--- src/rtl/core/mta_fifo.sv ---
// Small first-in first-out queue of packed items with queue-style handshakes.
// Depends on nothing; the item type is given by the instantiating module.
`default_nettype none

module mta_fifo #(
    parameter type item_t = logic,
    parameter int  DEPTH  = 2
) (
    input  wire logic clk,
    input  wire logic rst_n,
    input  wire logic push,
    input  item_t     wdata,
    output logic      full,
    input  wire logic pop,
    output item_t     rdata,
    output logic      empty
);

    localparam int PTR_W = $clog2(DEPTH);

    item_t              mem_reg [DEPTH];
    logic [PTR_W-1:0]   wr_ptr_reg;
    logic [PTR_W-1:0]   rd_ptr_reg;
    logic [PTR_W:0]     count_reg;
    logic               wr_en;
    logic               rd_en;

    assign full  = (count_reg == (PTR_W + 1)'(DEPTH));
    assign empty = (count_reg == '0);
    assign wr_en = push & ~full;
    assign rd_en = pop & ~empty;
    assign rdata = mem_reg[rd_ptr_reg];

    always_ff @(posedge clk or negedge rst_n)
    begin
        if (!rst_n)
        begin
            wr_ptr_reg <= '0;
            rd_ptr_reg <= '0;
            count_reg  <= '0;
        end
        else
        begin
            if (wr_en)
            begin
                wr_ptr_reg <= wr_ptr_reg + 1'b1;
            end
            if (rd_en)
            begin
                rd_ptr_reg <= rd_ptr_reg + 1'b1;
            end
            if (wr_en && !rd_en)
            begin
                count_reg <= count_reg + 1'b1;
            end
            else if (rd_en && !wr_en)
            begin
                count_reg <= count_reg - 1'b1;
            end
        end
    end

    always_ff @(posedge clk)
    begin
        if (wr_en)
        begin
            mem_reg[wr_ptr_reg] <= wdata;
        end
    end

endmodule

`default_nettype wire

--- config.mk ---
export PLATFORM = sky130hd
export DESIGN_NAME = mta_fifo
export DESIGN_NICKNAME = d
export VERILOG_FILES = /design/src/rtl/core/mta_fifo.sv
export SDC_FILE = /design/constraint.sdc
export NUM_CORES = 1
export LEC_CHECK = 0
export ABC_AREA = 1
export BUFFER_PORTS_ARGS = -buffer_cell sky130_fd_sc_hd__buf_2
export CAP_MARGIN = 20
export CORE_AREA = 3 3 40 42
export CTS_CLUSTER_SIZE = 8
export DETAILED_ROUTE_END_ITERATION = 16
export DIE_AREA = 0 0 43 45
export GPL_TIMING_DRIVEN = 0
export PLACE_DENSITY = 0.46
export SETUP_SLACK_MARGIN = 0.3
export SYNTH_ARGS = -nofsm -noshare
export SYNTH_HDL_FRONTEND = slang
export SYNTH_SLANG_ARGS = --single-unit
--- constraint.sdc ---
create_clock -name clk -period 1.55 [get_ports clk]
set_input_delay 0.0775 -clock clk [delete_from_list [all_inputs] [get_ports clk]]
set_output_delay 0.0775 -clock clk [all_outputs]
set_load 0.02 [all_outputs]
## After elaboration in Yosys (flattened, before gate mapping)

Memories as Yosys holds them, arrays and structs flattened.
Index checks and enable logic that the tools add are counted.

| storage, ports and cells | value |
|---|---|
| bits in registers | 4 |
| bits in writable memories | 2 |
| input port bits | 5 |
| output and inout port bits | 3 |
| logic and storage cells | 23 |
| memories kept | 1 |

| cells by class | value |
|---|---|
| $add $sub $neg | 4 |
| equal/unequal tests | 1 |
| muxes and demuxes | 4 |
| bitwise logic cells | 4 |
| reductions and logical operators | 6 |

Memory list:

| name | words | bits a word | rd ports | clocked after Yosys merged registers in | write ports | line | source |
|---|---|---|---|---|---|---|---|
| mem_reg | 2 | 1 | 1 | 0 | 1 | 21 | `item_t mem_reg [DEPTH];` |

Operator list:

| operator | number |
|---|---|
| 2-to-1 mux 2 bit | 2 |
| adder 1 bit, second input constant | 2 |
| adder 2 x 1 -> 2 bit, second input constant | 1 |
| bitwise AND 1 bit | 2 |
| == test 2 bit, second input constant | 1 |
| logical AND 1 bit | 2 |
| logical NOT 1 bit | 2 |
| logical NOT 2 bit | 1 |
| 2-to-1 mux 1 bit | 2 |
| inverter 1 bit | 2 |
| nonzero test 2 bit | 1 |
| subtractor 2 x 1 -> 2 bit, second input constant | 1 |

## Longest topological paths before layout

Gate-level depths: netlist (run 1).

| logic depth | value |
|---|---|
| word-level depth | 7 |
| gate-level depth with buffers | 9 |
| depth with buffers taken out | 9 |

## Least setup slack after synthesis (run 1)

OpenSTA, ideal clock, no wires.

| timing path | value |
|---|---|
| path kind | reg2reg |
| from | register count_reg[0] |
| to | register count_reg[1] |
| setup time | 0.117 ns |
| arrival | 1.302 ns |
| data required time | 1.433 ns |
| path slack | 0.132 ns |
| stages on the path, launching flop included | 8 |
| path buffers | 0 |
| clock period less this slack | 1.418 ns |
| cell sequence | dfrtp_1 > nor2_2 > nor2_2 > ha_1 > inv_1 > nand3_1 > nand2_1 > nand2_1 |

| between the ends | value |
|---|---|
| word-level cells in the longest chain between the ends | 6 |
| elaborated cells between the ends (all ways) | 15 |
| classes of those cells | add/sub (2); eq/ne (1); mux (2); bitwise (4); reduce/logical (6) |

RTL lines:

| element | line | source |
|---|---|---|
| start: declaration | 24 | `logic [PTR_W:0] count_reg;` |
| start signal: assignment | 54 | `count_reg <= count_reg + 1'b1;` |
| start signal: assignment | 58 | `count_reg <= count_reg - 1'b1;` |
| == test 2 bit * | 28 | `assign full = (count_reg == (PTR_W + 1)'(DEPTH));` |
| via full | 13 | `output logic full,` |
| inverter 1 bit * | 30 | `assign wr_en = push & ~full;` |
| bitwise AND 1 bit * | 30 |  |
| via wr_en | 25 | `logic wr_en;` |
| logical NOT 1 bit | 56 | `else if (rd_en && !wr_en)` |
| logical AND 1 bit | 56 |  |
| nonzero test 2 bit (no line) | - |  |

The timed path passes the listed nets; every way through them passes the cells marked *. The select of a mux whose other input is x is not followed.
A chain may end at the register's enable or synchronous reset.

## Final worst setup path (run 1)

| timing path | value |
|---|---|
| from | register count_reg[1] |
| to | register count_reg[1] |

| between the ends | value |
|---|---|
| word-level cells in the longest chain between the ends | 6 |
| elaborated cells between the ends (all ways) | 15 |
| classes of those cells | add/sub (2); eq/ne (1); mux (2); bitwise (4); reduce/logical (6) |

RTL lines:

| element | line |
|---|---|
| == test 2 bit * | 28 |
| inverter 1 bit * | 30 |
| bitwise AND 1 bit * | 30 |
| via wr_en | 25 |
| logical NOT 1 bit | 56 |
| logical AND 1 bit | 56 |
| nonzero test 2 bit (no line) | - |

Marked as above.

==> results of run 1 <==
[placed cells by master, fill, tap and decap left out, drive strengths merged]
cell,n
nand3b,1
dlygate4sd3,1
dfrtp,4
inv,8
o21ai,2
nand4,1
nor2,4
edfxtp,2
ha,1
buf,10
nand2,12
clkbuf,4
nand3,1
xnor2,1
[stage by stage]
step / power (W) / worst slack [ps] / instance area, sq um / util [%] / std cells
after floorplan: 0.000566 / 256 / 312 / - / 37
after global placement: 0.000655 / 139 / 365 / 28.4 / 59
after detailed placement: 0.000662 / 127 / 365 / 28.4 / 59
after CTS: 0.000907 / 303 / 447 / 34.8 / 66
after global routing: 0.00104 / 183 / 462 / 35.9 / 67
final: 0.000947 / 283 / 462 / 35.9 / 67
[layout make-up]
| cell class | count | area share (%) |
|---|---|---|
| sequential | 6 | 35.2 |
| multi-input combinational | 23 | 33.9 |
| timing repair buffer | 11 | 14.6 |
| inverter | 8 | 6.50 |
| clock buffer | 4 | 5.69 |
| tap | 15 | 4.07 |
[power breakdown]
group,switching (W),internal [W],leakage (nW)
clock network,0.0000503,0.0000971,0.0150
registers,0.0000906,0.000240,0.0644
logic,0.000257,0.000212,0.154
[what timing repair did]
item | CTS | global route
resized for setup | 6 | 3
cloned | 0 | 0
setup buffers | 2 | 1
pin swaps | 1 | 1
setup endpoints to repair | 2 | 1
hold buffers | 1 | 0
hold endpoints to repair | 4 | 0
[metal layers]
layer	track usage, %	up-vias	routed length [um]
met5	0	-	0
met4	7.23	0	21
met3	1.20	2	40
met2	11.7	10	344
met1	8.60	122	278
li1	-	144	-
[cell families after synthesis]
family	Yosys count	share of synthesized area [%]
compound gates	2	3.28
xor+xnor	1	2.87
fa+ha+maj	1	4.10
buf+inv	8	9.84
flops	6	52.5
simple gates	19	27.5
[critical path, cell delays in order, from the launching register on]
cell,delay [ps]
dfrtp_2,440
inv_2,100
nor2_4,50
nor2_4,140
ha_4,220
inv_2,60
nand3_2,50
nand2_1,60
nand2_1,40
[worst paths after layout]
path	from	endpoint	slack [ps]	depth (start not counted)
min in group asynchronous	rst_n	wr_ptr_reg	170	2
min	wdata	mem_reg[0]	30	1
max reg2reg	count_reg[1]	count_reg[1]	280	8
max	count_reg[1]	count_reg[1]	280	8
min reg2reg	wr_ptr_reg	wr_ptr_reg	500	2
max in group asynchronous	rst_n	count_reg[0]	1250	2
==> flow_summary.json, run 1 <==
{
  "status": "completed",
  "drt-initial-drc-count": 13,
  "worst_ir_drop_vdd_v": 0.000620,
  "num-fill-cells": 142,
  "synth_area_per_cell_sq_um": 8.25,
  "cts_tree": "yes",
  "hpwl_um": 445,
  "insertion_delay_ps": 240,
  "synth_enable_flop_cells": 2,
  "seq_area_sq_um": 163,
  "required_ps": 1670,
  "path_max_fanout": 4,
  "finalCriticalPeriod_ps": 1270,
  "start_util_pct": 23.8,
  "async_flop_share_pct": 66.7,
  "grt_remaining_overflow": 0,
  "clkSinkCount": 6,
  "die_h_um": 45,
  "p_per_area_mw_per_mm2": 2050,
  "fin_crit_sh_pct": 81.7,
  "rsz0062_at_grt": "true",
  "fin_skew_ps": 4.41,
  "final_antenna_net_count": 0,
  "slew_headroom_pct": 85.8,
  "grt_pass1_wl_mm": 1.03,
  "drc": 0,
  "max_freq_mhz": 789,
  "drive_gt1_share_pct": 44.2,
  "ys.flop_type": "dfrtp_1",
  "synth.most_common_cell": "nand2_1",
  "clk_pin_slew_worst_paths_ps": 50,
  "wl_um": 684,
  "core_area_sq_mm": 0.00128,
  "whs_ps": 26.1,
  "io_pins": 8,
  "synthTopCellsByCount": "nand2_1 (12), inv_1 (8), dfrtp_1 (4)",
  "synth_top_area_cell": "dfrtp_1",
  "antenna_cells": 0,
  "dieWidth_um": 43,
  "portBuffers": 7,
  "cts_buffer_depth": 2,
  "hold_path.class": "input port to flop",
  "ctsRootBufferMaster": "clkbuf_4",
  "grt_start_max_net_pins": 8,
  "start_kind": "flop",
  "netlist_area_sq_um": 305,
  "finalHoldViolCount": 0,
  "p_leak_nw": 0.233,
  "routed_via_density": 4.15,
  "first_pass_iters": 4,
  "yosys.cell_types.count": 12,
  "design.die.area_sq_mm": 0.00194,
  "wl_per_cell_um": 10.2,
  "grt_pass1_vias": 263,
  "ys_warn_count": 0,
  "antenna_found_initial": 0,
  "synth_top_area_share_pct": 32.8,
  "syn_to_final_growth_pct": 51.2,
  "yosysSeqAreaShare_pct": 52.5,
  "place_congestion": 0.714,
  "cts-buffers-inserted": 3,
  "grt_use_total_pct": 7.46,
  "worst_pin_slew_ps": 211,
  "final_nets": 59,
  "dr_total_vias": 278,
  "synth_cells": 37,
  "rows": 13,
  "syn_nets": 43,
  "cap_viol_max_count": 0,
  "critPathArrivalTime_ps": 1390,
  "path_class": "flop to flop",
  "cts_max_level": 1,
  "synth_seq_cells": 6,
  "ys_top_cells_by_area": "dfrtp_1 (33%), edfxtp_1 (20%), nand2_1 (15%)",
  "slew_violations": 0,
  "fin_tns_setup_ps": 0,
  "worstSetupEndpointType": "flop",
  "multiInputGateArea_sq_um": 156,
  "setup_violations": 0
}
(Power assumes the default switching activity.)
==> run 2, diff against run 1 <==
--- a/config.mk
+++ b/config.mk
@@ -13,7 +13,7 @@
 export DETAILED_ROUTE_END_ITERATION = 16
 export DIE_AREA = 0 0 43 45
 export GPL_TIMING_DRIVEN = 0
-export PLACE_DENSITY = 0.46
+export PLACE_DENSITY = 0.48
 export SETUP_SLACK_MARGIN = 0.3
 export SYNTH_ARGS = -nofsm -noshare
 export SYNTH_HDL_FRONTEND = slang
==> constraint.sdc (replaced) <==
create_clock -name clk -period 1.09 [get_ports clk]
set_input_delay 0.0545 -clock clk [delete_from_list [all_inputs] [get_ports clk]]
set_output_delay 0.0545 -clock clk [all_outputs]
set_load 0.02 [all_outputs]
==> run 2 against run 1 <==
  * The run now ends with negative setup slack left
  * First-iteration DRC count decreased by 62%
  * Clock skew increased by 3.8 ps
  * Count of clock-buffer cells in the layout unchanged
  * Final cell count grew 16%
  * Fmax rose by 3.4%
  * Core utilization increased by 10 points
  * Sequential cell count is the same
  * Combinational power is 150% higher
  * Sequential share of layout area decreased by 7.9 points
  * Hold slack improved by 65 ps
  * Total power increased by 91%
  * Setup slack got worse by 420 ps
  * Critical path type unchanged
==> flow_summary.json, run 2 (synthesis gave the netlist of run 1 again) <==
{
  "crit_chain": "inv_2 -> nor2_4 -> nor2_4 -> ha_4 -> inv_2 -> nand3_2 -> nand2_1 -> nand2_1",
  "required_ps": 1220,
  "p_per_area_mw_per_mm2": 3040,
  "dieWidth_um": 43,
  "routed_via_density": 4.14,
  "antenna_found_initial": 0,
  "grt_remaining_overflow": 0,
  "wl_per_cell_um": 9.62,
  "cp_num_buf_inv": 2,
  "r2r_slack_ps": -140,
  "clkSinkCount": 6,
  "ctsRootBufferMaster": "clkbuf_4",
  "drt-initial-drc-count": 5,
  "clk_pin_slew_worst_paths_ps": 50,
  "wl_um": 750,
  "fin_crit_sh_pct": 112,
  "antenna_cells": 0,
  "die_h_um": 45,
  "cts_tree": "yes",
  "cts_buffer_depth": 2,
  "rr_worst_depth": 8,
  "critPathArrivalTime_ps": 1350,
  "grt_pass1_wl_mm": 1.18,
  "dr_total_vias": 323,
  "cap_viol_max_count": 0,
  "portBuffers": 7,
  "hpwl_um": 449,
  "hold_end": "wr_ptr_reg",
  "whs_ps": 91.5,
  "setup_violations": 6,
  "power.total_w": 0.00181,
  "status": "finished, violations left",
  "grt_use_total_pct": 8.98,
  "worst_pin_slew_ps": 209,
  "start_util_pct": 23.8,
  "insertion_delay_ps": 240,
  "place_congestion": 0.664,
  "fin_skew_ps": 8.23,
  "max_freq_mhz": 816,
  "rr_startpoint": "count_reg[1]",
  "setup_slack_ps": -136,
  "path_class": "flop to flop",
  "rsz0062_at_grt": "true",
  "holdPathStages": 4,
  "finalHoldViolCount": 0,
  "grt_start_max_net_pins": 5,
  "cts-buffers-inserted": 3,
  "cts_max_level": 1,
  "worstSetupEndpointType": "flop",
  "core_area_sq_mm": 0.00128,
  "final_nets": 70,
  "first_pass_iters": 4,
  "final_antenna_net_count": 0,
  "violations": "negative setup slack",
  "finalCriticalPeriod_ps": 1230,
  "path_max_fanout": 4,
  "drc": 0,
  "layout_common_cells": "nand2_1 (10), buf_6 (8), buf_4 (8)",
  "start_kind": "flop",
  "io_pins": 8,
  "final_common_cell": "nand2_1",
  "rows": 13,
  "slew_violations": 0,
  "design.die.area_sq_mm": 0.00194,
  "worst_ir_drop_vdd_v": 0.00105,
  "max_stage_delay_ps": 430,
  "syn_to_final_growth_pct": 95.1,
  "cp_top_family": "flip-flops",
  "hold_path.class": "input port to flop",
  "grt_pass1_vias": 302,
  "p_leak_nw": 0.300,
  "hold_path.startpoint": "push",
  "slew_headroom_pct": 86.0,
  "drive_gt1_share_pct": 60.3,
  "crit_path_top_delay_cell": "dfrtp_2",
  "reg2reg_to": "count_reg[1]"
}
[run 2: repair_timing]
item | in CTS | in global routing
hold buffers | 2 | 0
gates cloned | 0 | 0
setup buffers | 9 | 4
endpoints found under the setup margin | 9 | 9
pin swaps | 7 | 6
gates resized for setup | 13 | 15
hold endpoints to repair | 6 | 0
[run 2: through the flow]
stage	setup TNS, ps	cells	instance area (sq um)	setup slack [ps]	util (%)
floorplan	-319	37	312	-203	-
global placement	-533	59	365	-310	28.4
detailed placement	-514	59	365	-295	28.4
CTS	-420	74	513	-191	39.9
global route	-822	78	596	-218	46.3
finish	-451	78	596	-136	46.3
[run 2: worst max-delay path by stage]
stage | from | to | slack, ps | cells past startpoint
after floorplan | count_reg[1] | count_reg[1] | -200 | 8
after global placement | count_reg[0] | count_reg[1] | -310 | 6
after detailed placement | count_reg[0] | count_reg[1] | -290 | 6
after CTS | count_reg[0] | count_reg[1] | -190 | 7
after global routing | count_reg[1] | count_reg[1] | -220 | 8
final | count_reg[1] | count_reg[1] | -140 | 8
[run 2: area by class of cell]
class / instances / area, sq um
multi-input combinational: 23 / 168
inverter: 8 / 30.0
tap: 15 / 18.8
sequential: 6 / 163
clock buffer: 4 / 26.3
fill: 122 / 689
timing repair buffer: 22 / 190
[run 2: per-layer routing]
layer	vias up	track usage, %	part of all wire (%)
met2	8	13.8	57
met4	0	10.8	1.9
met1	148	9.88	36
met5	-	0	0
li1	165	-	-
met3	2	1.20	4.4
[run 2: tightest hold or removal path, delay by kind of cell]
family / cells / cell delay (ps)
AO/OA/AOI/OAI: 1 / 60
AND/OR/NAND/NOR: 2 / 90
buffers and inverters: 1 / 100
[run 2: power by group]
group | switching, W | internal, W | total [W]
Combinational | 0.000497 | 0.000651 | 0.00115
Sequential | 0.000106 | 0.000342 | 0.000448
Clock | 0.0000767 | 0.000138 | 0.000215
Total | 0.000680 | 0.00113 | 0.00181
==> run 3, diff against run 2 <==
==> constraint.sdc (replaced) <==
create_clock -name clk -period 1.09 [get_ports clk]
set_input_delay 0.218 -clock clk [delete_from_list [all_inputs] [get_ports clk]]
set_output_delay 0.218 -clock clk [all_outputs]
set_load 0.02 [all_outputs]
==> run 3 against run 2 <==
  * The run still ends with negative setup slack left
  * Clock skew up 1.2 ps
  * Fmax up 0.10%
  * Combinational power down 29%
  * Final cell count down 12%
  * Die area unchanged
  * Total power down 18%
  * Non-clock buffer count down 9
  * Design area down 17%
  * Hold slack better by 76 ps
==> flow_summary.json, run 3 (synthesis gave the netlist of run 1 again) <==
{
  "status": "finished, violations left",
  "violations": "negative setup slack",
  "slew_violations": 0,
  "io_pins": 8,
  "worstSetupEndpointType": "flop",
  "finalHoldViolCount": 0,
  "rows": 13,
  "rsz0062_at_grt": "true",
  "final_common_cell": "nand2_1",
  "required_ps": 1220,
  "multiInputGateArea_sq_um": 153,
  "cap_viol_max_count": 0,
  "num-fill-cells": 136,
  "hpwl_um": 471,
  "setup_violations": 7,
  "crit_start": "count_reg[1]",
  "path_class": "flop to flop",
  "grt_use_total_pct": 7.90,
  "clkPwrFrac_pct": 14.6,
  "cp_num_buf_inv": 1,
  "ctsRootBufferMaster": "clkbuf_4",
  "rr_startpoint": "count_reg[1]",
  "p_switching_w": 0.000584,
  "pwr-share-seq_pct": 30.2,
  "insertion_delay_ps": 250,
  "critPathArrivalTime_ps": 1350,
  "worst_ir_drop_vdd_v": 0.000952,
  "cts_max_level": 1,
  "seq_area_sq_um": 163,
  "grt_pass1_vias": 247,
  "syn_to_final_growth_pct": 61.1,
  "worst_pin_slew_ps": 211,
  "cts_tree": "yes",
  "final_cells": 69,
  "finalCriticalPeriod_ps": 1220,
  "antenna_found_initial": 0,
  "met2_usage_pct": 9.88,
  "dr_total_vias": 277,
  "design.die.area_sq_mm": 0.00194,
  "clk_pin_slew_worst_paths_ps": 50,
  "grt_pass1_wl_mm": 1.00,
  "dieWidth_um": 43,
  "layout_common_cells": "nand2_1 (10), inv_1 (5), buf_4 (5), buf_2 (4)",
  "place_congestion": 0.665,
  "antenna_cells": 0,
  "power.internal_w": 0.000898,
  "p_per_area_mw_per_mm2": 3010,
  "core_area_sq_mm": 0.00128,
  "reg2reg_to": "count_reg[1]",
  "drc": 0,
  "final_nets": 61,
  "cts_buffer_depth": 2,
  "wl_per_cell_um": 9.65,
  "hold_path.class": "input port to flop",
  "cts-buffers-inserted": 3,
  "comb_power_share_pct": 55.2,
  "first_pass_iters": 1,
  "slew_headroom_pct": 85.9,
  "crit_path_end": "count_reg[1]",
  "crit_path_top_delay_cell": "dfrtp_2",
  "fin_crit_sh_pct": 112,
  "clkSinkCount": 6,
  "crit_chain": "o21ai_2 -> ha_4 -> inv_2 -> nand3_1 -> nand2_1 -> nand2_1",
  "setup_slack_ps": -135,
  "r2r_slack_ps": -130,
  "cp_num_cells": 6,
  "rr_worst_depth": 6,
  "portBuffers": 7,
  "start_util_pct": 23.8,
  "cp_top_family": "flip-flops",
  "numPlacedInstances": 59,
  "max_freq_mhz": 817,
  "gr-usage-met3_pct": 1.20,
  "crit_top_cell": "nand2_1",
  "routed_via_density": 4.01,
  "start_kind": "flop",
  "power.total_w": 0.00148,
  "grt_remaining_overflow": 0,
  "path_max_fanout": 4,
  "fin_skew_ps": 9.39,
  "max_stage_delay_ps": 430,
  "die_h_um": 45,
  "wl_um": 666,
  "grt_use_met1_pct": 9.16,
  "p_sw_share_pct": 39.4,
  "top_usage_layer": "met4",
  "final_antenna_net_count": 0,
  "drive_gt1_share_pct": 51.9,
  "p_leak_nw": 0.244,
  "drt-initial-drc-count": 0,
  "grt_start_max_net_pins": 5
}
==> run 3: changes by cell type in the layout (fill, tap and decap cells not counted) <==
cell,delta
nand2_2,+1
buf_4,-3
nand3_1,+1
nand2_4,-1
buf_6,-5
nor2_4,-1
inv_2,-1
nand3_2,-1
dlygate4sd3_1,-1
nor2_2,+1
inv_1,+1
==> run 3: routing by layer <==
layer	vias up	part of all wire, %
li1	148	-
met1	119	41
met2	8	52
met3	2	4.2
met4	0	2.1
met5	-	0
==> run 3: worst reg2reg max path, cell delays in order, from the launching register on <==
cell     delay (ps)
dfrtp_2         430
o21ai_2         230
ha_4            250
inv_2            50
nand3_1          60
nand2_1          60
nand2_1          40
==> run 3: what timing repair did <==
| action | CTS | global route |
|---|---|---|
| hold buffers | 1 | 0 |
| endpoints found under the setup margin | 9 | 9 |
| resized for setup | 9 | 8 |
| hold endpoints to repair | 4 | 0 |
| setup buffers | 3 | 2 |
| pin swaps | 3 | 3 |
==> run 3: cell type report <==
| cell class | instances | area share, % |
|---|---|---|
| Clock buffer | 4 | 5.34 |
| Timing Repair Buffer | 13 | 20.6 |
| Tap cell | 15 | 3.82 |
| Multi-Input combinational cell | 23 | 31.0 |
| Sequential cell | 6 | 33.1 |
| Inverter | 8 | 6.11 |
==> run 3: worst min-delay path by stage <==
stage              endpoint  cells past startpoint  start
5_1_grt          mem_reg[0]                      1  wdata
2_1_floorplan  count_reg[0]                      0  rst_n
3_3_place_gp   count_reg[1]                      1  rst_n
3_5_place_dp     rd_ptr_reg                      1  rst_n
6_report         mem_reg[1]                      1  wdata
4_1_cts          mem_reg[0]                      1  wdata
==> run 3: power groups by stage <==
stage / combinational, W / sequential (W) / clock [W]
finish: 0.000819 / 0.000447 / 0.000216
detailed placement: 0.000508 / 0.000442 / 0
global route: 0.000916 / 0.000457 / 0.000246
CTS: 0.000675 / 0.000438 / 0.000226
floorplan: 0.000398 / 0.000415 / 0
global placement: 0.000501 / 0.000436 / 0
==> run 3: through the flow <==
stage	instance area [sq um]	util (%)	setup WS [ps]	setup TNS (ps)	hold WS, ps
6_report	492	38.3	-135	-523	168
2_1_floorplan	314	-	-203	-319	-77.6
3_3_place_gp	368	28.6	-312	-531	27.3
5_1_grt	492	38.3	-230	-932	147
3_5_place_dp	368	28.6	-325	-576	25.0
4_1_cts	445	34.7	-211	-602	156
